--- src/spe_pkg.sv ---
// Package for the shifted-pattern pursuit encoder: sizes, register indexes,
// opcodes and the command and status bundles between controller and datapath.
// No dependencies.
`default_nettype none

package spe_pkg;

    localparam int MAX_PATTERNS    = 8;
    localparam int MAX_PATTERN_LEN = 32;
    localparam int MAX_CHANNELS    = 8;
    localparam int MAX_TRACE_LEN   = 256;
    localparam int MAX_EVENTS      = 16;

    localparam int STORE_DEPTH = 2048;
    localparam int ADDR_W      = 11;

    typedef logic [2:0]  t_cfg_idx;
    typedef logic [31:0] t_cfg_data;

    localparam t_cfg_idx REG_NUM_PATTERNS = 3'd0;
    localparam t_cfg_idx REG_PATTERN_LEN  = 3'd1;
    localparam t_cfg_idx REG_NUM_CHANNELS = 3'd2;
    localparam t_cfg_idx REG_TRACE_LEN    = 3'd3;
    localparam t_cfg_idx REG_REFRACTORY   = 3'd4;
    localparam t_cfg_idx REG_MAX_EVENTS   = 3'd5;
    localparam t_cfg_idx REG_AMP_FLOOR    = 3'd6;

    localparam logic [1:0] OP_LOAD_PATTERN = 2'd0;
    localparam logic [1:0] OP_LOAD_TRACE   = 2'd1;
    localparam logic [1:0] OP_RUN          = 2'd2;

    typedef struct packed {
        logic load;
        logic copy_start;
        logic copy;
        logic srch_init;
        logic chk_rd;
        logic adv;
        logic mac_start;
        logic mac_issue;
        logic cmp_adv;
        logic take;
        logic sub_start;
        logic sub_issue;
        logic blk_start;
        logic blk_wr;
        logic fin;
    } t_cmd;

    typedef struct packed {
        logic copy_done;
        logic nof_zero;
        logic blocked;
        logic scan_last;
        logic m_last;
        logic pipe_busy;
        logic stop;
        logic pend_v;
        logic out_busy;
        logic blk_done;
        logic ev_done;
    } t_sts;

endpackage

`default_nettype wire

--- src/spe_ctrl.sv ---
// Sequencer of the encoder: steps a run through copy, scan, decide,
// subtract and blocking phases. Depends on spe_pkg.
`default_nettype none

module spe_ctrl (
    input  logic         i_clk,
    input  logic         i_rst_n,
    input  logic         i_in_valid,
    input  logic [1:0]   i_opcode,
    input  spe_pkg::t_sts i_sts,
    output spe_pkg::t_cmd o_cmd,
    output logic         o_ready
);
    import spe_pkg::*;

    localparam logic [3:0] S_IDLE   = 4'd0;
    localparam logic [3:0] S_COPY   = 4'd1;
    localparam logic [3:0] S_SRCH   = 4'd2;
    localparam logic [3:0] S_CHK    = 4'd3;
    localparam logic [3:0] S_CHKW   = 4'd4;
    localparam logic [3:0] S_MAC    = 4'd5;
    localparam logic [3:0] S_DRAIN  = 4'd6;
    localparam logic [3:0] S_CMP    = 4'd7;
    localparam logic [3:0] S_DECIDE = 4'd8;
    localparam logic [3:0] S_SUB    = 4'd9;
    localparam logic [3:0] S_SUBW   = 4'd10;
    localparam logic [3:0] S_BLK    = 4'd11;
    localparam logic [3:0] S_FIN    = 4'd12;

    logic [3:0] r_state;
    logic [3:0] n_state;

    always_comb begin
        n_state = r_state;
        o_cmd   = '0;
        o_ready = (r_state == S_IDLE);
        unique case (r_state)
            S_IDLE: begin
                if (i_in_valid) begin
                    if (i_opcode == OP_RUN) begin
                        o_cmd.copy_start = 1'b1;
                        n_state = S_COPY;
                    end else begin
                        o_cmd.load = 1'b1;
                    end
                end
            end
            S_COPY: begin
                if (i_sts.copy_done) n_state = S_SRCH;
                else o_cmd.copy = 1'b1;
            end
            S_SRCH: begin
                o_cmd.srch_init = 1'b1;
                n_state = i_sts.nof_zero ? S_DECIDE : S_CHK;
            end
            S_CHK: begin
                o_cmd.chk_rd = 1'b1;
                n_state = S_CHKW;
            end
            S_CHKW: begin
                if (i_sts.blocked) begin
                    o_cmd.adv = 1'b1;
                    n_state = i_sts.scan_last ? S_DECIDE : S_CHK;
                end else begin
                    o_cmd.mac_start = 1'b1;
                    n_state = S_MAC;
                end
            end
            S_MAC: begin
                o_cmd.mac_issue = 1'b1;
                if (i_sts.m_last) n_state = S_DRAIN;
            end
            S_DRAIN: begin
                if (!i_sts.pipe_busy) n_state = S_CMP;
            end
            S_CMP: begin
                o_cmd.cmp_adv = 1'b1;
                n_state = i_sts.scan_last ? S_DECIDE : S_CHK;
            end
            S_DECIDE: begin
                if (i_sts.stop) begin
                    n_state = S_FIN;
                end else if (!(i_sts.pend_v && i_sts.out_busy)) begin
                    o_cmd.take      = 1'b1;
                    o_cmd.sub_start = 1'b1;
                    n_state = S_SUB;
                end
            end
            S_SUB: begin
                o_cmd.sub_issue = 1'b1;
                if (i_sts.m_last) n_state = S_SUBW;
            end
            S_SUBW: begin
                if (!i_sts.pipe_busy) begin
                    o_cmd.blk_start = 1'b1;
                    n_state = S_BLK;
                end
            end
            S_BLK: begin
                if (!i_sts.blk_done) o_cmd.blk_wr = 1'b1;
                else n_state = i_sts.ev_done ? S_FIN : S_SRCH;
            end
            S_FIN: begin
                if (!i_sts.out_busy) begin
                    o_cmd.fin = 1'b1;
                    n_state = S_IDLE;
                end
            end
            default: n_state = S_IDLE;
        endcase
    end

    always_ff @(posedge i_clk) begin
        if (!i_rst_n) r_state <= S_IDLE;
        else r_state <= n_state;
    end

endmodule

`default_nettype wire

--- config.mk ---
export PLATFORM = sky130hd
export DESIGN_NAME = spe_ctrl
export DESIGN_NICKNAME = d
export VERILOG_FILES = /design/src/spe_pkg.sv /design/src/spe_ctrl.sv
export SDC_FILE = /design/constraint.sdc
export NUM_CORES = 1
export LEC_CHECK = 0
export CAP_MARGIN = 10
export CORE_AREA = 2 2 39 41
export DETAILED_ROUTE_END_ITERATION = 8
export DIE_AREA = 0 0 41 43
export DONT_BUFFER_PORTS = 1
export SETUP_SLACK_MARGIN = 0.1
export SLEW_MARGIN = 5
export SYNTH_ARGS = -nofsm -noshare
export SYNTH_HDL_FRONTEND = slang
export SYNTH_SLANG_ARGS = --single-unit
export TNS_END_PERCENT = 5
--- constraint.sdc ---
create_clock -name i_clk -period 2.28 [get_ports i_clk]
set_input_delay 0.342 -clock i_clk [delete_from_list [all_inputs] [get_ports i_clk]]
set_output_delay 0.342 -clock i_clk [all_outputs]
set_load 0.02 [all_outputs]
### Word-level counts from Yosys, hierarchy flattened

Cells that the tools add are included.

| operators by class | value |
|---|---|
| reduce and logical (&&, ||, !) cells | 3 |
| eq/ne operators | 23 |
| mux-type cells | 39 |

Operators with widths:

| operator | count |
|---|---|
| two-way mux 4 bit | 15 |
| case mux 4 bit (13 select lines) | 1 |
| == test 4 bit (second input constant) | 5 |
| two-way mux 1 bit | 17 |
| == test 4 x 3 -> 1 bit (second input constant) | 4 |
| != test 2 bit (second input constant) | 8 |
| two-way mux 2 bit | 6 |
| AND reduction 10 bit | 1 |
| == test 4 x 2 -> 1 bit (second input constant) | 2 |
| == test 4 x 1 -> 1 bit (second input constant) | 1 |
| zero test 4 bit | 1 |
| != test 3 bit (second input constant) | 1 |
| == test 2 bit (second input constant) | 1 |
| != test 2 x 1 -> 1 bit (second input constant) | 1 |
| logical AND 1 bit | 1 |

| word-level totals | value |
|---|---|
| output and inout port bits | 16 |
| bits of input ports | 16 |
| word-level logic and storage cells | 66 |
| bits in registers | 4 |

### Depth between registers and ports, before layout

| logic depth | value |
|---|---|
| word-level depth | 4 |
| mapped depth | 7 |
| mapped depth without buffers | 5 |

### Worst setup path after synthesis

No wires, ideal clock.

| timing | value |
|---|---|
| path type | reg-to-output |
| start | reg r_state[0] |
| end | out o_cmd[5] (netlist bit) |
| data arrival time | 1.895 ns |
| cell stages (with the launch flop) | 6 |
| slack | 0.043 ns |
| data required time | 1.938 ns |
| buffers on the path | 3 |
| cells stage by stage | dfxtp_1 > buf_6 > or2_2 > buf_6 > nor4_1 > buf_4 |

RTL lines:

| element | line | RTL |
|---|---|---|
| start: declaration | spe_ctrl.sv:30 | `logic [3:0] r_state;` |
| start signal: assignment | spe_ctrl.sv:115 | `else r_state <= n_state;` |
| end: declaration | spe_ctrl.sv:11 | `output spe_pkg::t_cmd o_cmd,` |

==> results.json <==
{
  "drive_gt1_share_pct": 22.99,
  "dpl.hpwl_um": 1155,
  "reg2reg_depth": 5,
  "p_leak_nw": 0.2573,
  "die_area_sq_mm": 0.001763,
  "post-cts-setup-buffers": 0,
  "fp.coreArea_sq_mm": 0.001384,
  "area_growth_pct": 18.38,
  "final_cell_mix": "nand2_1, buf_4, nor3_1",
  "grt_antenna_before_repair": 0,
  "grt_pass1_vias": 515,
  "min_from": "i_rst_n",
  "syn-cell-area_sq_um": 524.3,
  "grt_use_total_pct": 17.27,
  "die-width_um": 41,
  "r2r-start": "r_state[3]$_SDFFE_PN0P_",
  "vias_per_cell": 5.990,
  "skew_ns": 0.003696,
  "crit_type": "reg2out",
  "synth-seq-area-share_pct": 15.27,
  "arrival_ns": 1.73,
  "cts.sinks": 4,
  "crit_fanout": 10,
  "wl_per_cell_um": 14.52,
  "syn_inst": 79,
  "synth_area_per_cell_sq_um": 6.636,
  "grt_pass1_wl_um": 2180,
  "critical_path.cell_chain": "buf_4, inv_1, nand2_1, nor3_1",
  "clkPwrFrac_pct": 11.5,
  "synth_compound_area_share_pct": 30.31,
  "htree_levels": 1,
  "largest_register_ffs": 4,
  "tns_ns": 0,
  "die_y_um": 43,
  "power.switching_uw": 388.2,
  "async_flop_share_pct": 0,
  "yosys_warnings": 0,
  "cp_slowest_cell": "nor3_1",
  "fin_crit_ns": 2.071,
  "first_pass_iters": 4,
  "cts.clk_slew.worst_paths_ns": 0.04,
  "synth_top_family_by_area": "simple AND/OR/NAND/NOR gates",
  "synthAdderAreaFrac_pct": 0,
  "place_inst": 100,
  "drcViolationCount": 0,
  "fin_nets": 105,
  "finalHoldViolCount": 0,
  "fmax_mhz": 482.8,
  "tightest_slew_ns": 0.7571,
  "endpoint_kind": "output pin",
  "io_buffers": 0,
  "instances_no_fill": 103,
  "max-cap-violations": 0,
  "switching_share_pct": 51.58,
  "first_iter_violations": 25,
  "cpPeakStageDelay_ns": 0.65,
  "place.gp.congestion": 0.8388,
  "num_vias": 617,
  "status": "finished clean",
  "max-clock-path-buffers": 2,
  "synthMuxAreaShare_pct": 4.057,
  "synthFlopType": "dfxtp_1",
  "final_common_cell": "nand2_1",
  "combinationalPowerShare_pct": 72.2,
  "start_util_pct": 37.88,
  "ant_nets": 0,
  "io_pins": 32,
  "grt.overflow.total": 0,
  "pwr-share-seq_pct": 16.4,
  "dpl_cell_area_sq_um": 591.8,
  "largestRegisters": "r_state x4",
  "setup_viol_count_final": 0,
  "synth.distinct_cells": 34,
  "fin_crit_sh_pct": 90.84,
  "hold_ws_ns": 0.2348,
  "holdCritPathClass": "in2reg",
  "fin_area_sq_um": 620.6,
  "max_slew_margin_pct": 49.14,
  "wl_um": 1496,
  "largest-register": "r_state",
  "num_rows": 14,
  "worstHoldEndpoint": "r_state[0]$_SDFFE_PN0P_",
  "ff2ff_setup_slack_ns": 0.25,
  "grt_max_degree": 13,
  "crit_family": "simple AND/OR/NAND/NOR gates",
  "peakVddDrop_uv": 456.2,
  "clk_latency_ns": 0.23,
  "diodes": 0,
  "syn_nets": 95,
  "post_synth_and_or_nand_nor_area_fraction_pct": 38.19,
  "synth_edf_count": 0,
  "final_max_slew_viol_count": 0,
  "r2r_end": "r_state[1]$_SDFFE_PN0P_",
  "tritoncts": "yes",
  "cts_buffers": 3,
  "grt_setup_unrepaired": "no",
  "cts_root_buf": "clkbuf_4",
  "synthXorXnorAreaFrac_pct": 0,
  "p_per_area_mw_per_mm2": 1213,
  "synth_seq_cells": 4,
  "required_ns": 1.94,
  "start_kind": "flop",
  "path_buf_inv": 2,
  "p_int_uw": 364.3,
  "min_path_cells": 2
}
power groups by stage:
| stage | clock (mW) | combinational (mW) | sequential (mW) |
|---|---|---|---|
| global placement | 0 | 0.521 | 0.119 |
| detailed placement | 0 | 0.526 | 0.120 |
| CTS | 0.0909 | 0.527 | 0.120 |
| floorplan | 0 | 0.441 | 0.114 |
| global route | 0.0984 | 0.595 | 0.126 |
| finish | 0.0863 | 0.543 | 0.123 |
synth_stat cells, types with 2 or more instances:
library cell	number	area, sq um
a31oi_1	2	12.51
o22ai_1	3	18.77
nor3_1	8	40.04
buf_6	2	22.52
a32o_1	2	20.02
a21oi_1	3	15.01
a21o_1	2	15.01
nor4_1	2	12.51
nor2b_1	2	12.51
clkbuf_1	3	11.26
dfxtp_1	4	80.08
nand2_1	13	48.80
o21ai_0	2	10.01
inv_1	6	22.52
nor2_1	6	22.52
routing by layer:
layer  global-route usage [%]  routed length [um]  vias to the layer above  part of all wire [%]
li1                         -                   -                      305                     -
met5                        0                   0                        -                     0
met2                    26.25                 685                       32                    46
met1                    23.15                 645                      280                    43
met3                    6.283                 165                        0                    11
met4                    2.667                   0                        0                     0
worst max-delay path by stage:
stage | slack, ns | to | depth (start not counted) | startpoint
floorplan | 0.32 | o_cmd[5] | 5 | r_state[0]$_SDFFE_PN0P_
global placement | 0.39 | o_cmd[14] | 4 | r_state[0]$_SDFFE_PN0P_
detailed placement | 0.33 | r_state[1]$_SDFFE_PN0P_ | 5 | r_state[3]$_SDFFE_PN0P_
CTS | 0.11 | o_cmd[14] | 4 | r_state[0]$_SDFFE_PN0P_
global route | 0.1 | o_cmd[9] | 4 | r_state[3]$_SDFFE_PN0P_
finish | 0.21 | o_cmd[9] | 4 | r_state[3]$_SDFFE_PN0P_
area by class of cell:
| class | count | area [sq um] |
|---|---|---|
| fill | 155 | 763.2 |
| multi-input combinational | 63 | 392.9 |
| timing repair buffer | 11 | 82.58 |
| sequential | 4 | 80.08 |
| clock buffer | 3 | 22.52 |
| inverter | 6 | 22.52 |
| tap | 16 | 20.02 |
logic make-up (layout without fill, tap and decap cells):
logic type,count (synthesis),count (layout)
buffers and inverters,12,20
and+or+nand+nor,40,40
AOI/OAI and AO/OA,21,21
muxes,2,2
DFF,4,4
per-stage QoR:
step / util (%) / total power [mW] / worst slack, ns
global route: 44.85 / 0.8189 / 0.09656
global placement: 42.77 / 0.6402 / 0.3865
CTS: 44.39 / 0.7372 / 0.1078
detailed placement: 42.77 / 0.6462 / 0.3303
finish: 44.85 / 0.7525 / 0.2088
floorplan: - / 0.5549 / 0.3201
what timing repair did:
item / in CTS / in global routing
resized for setup: 0 / 1
hold buffers: 0 / 0
endpoints found under the setup margin: 0 / 2
Note: power is estimated with default switching activity, not from simulation.
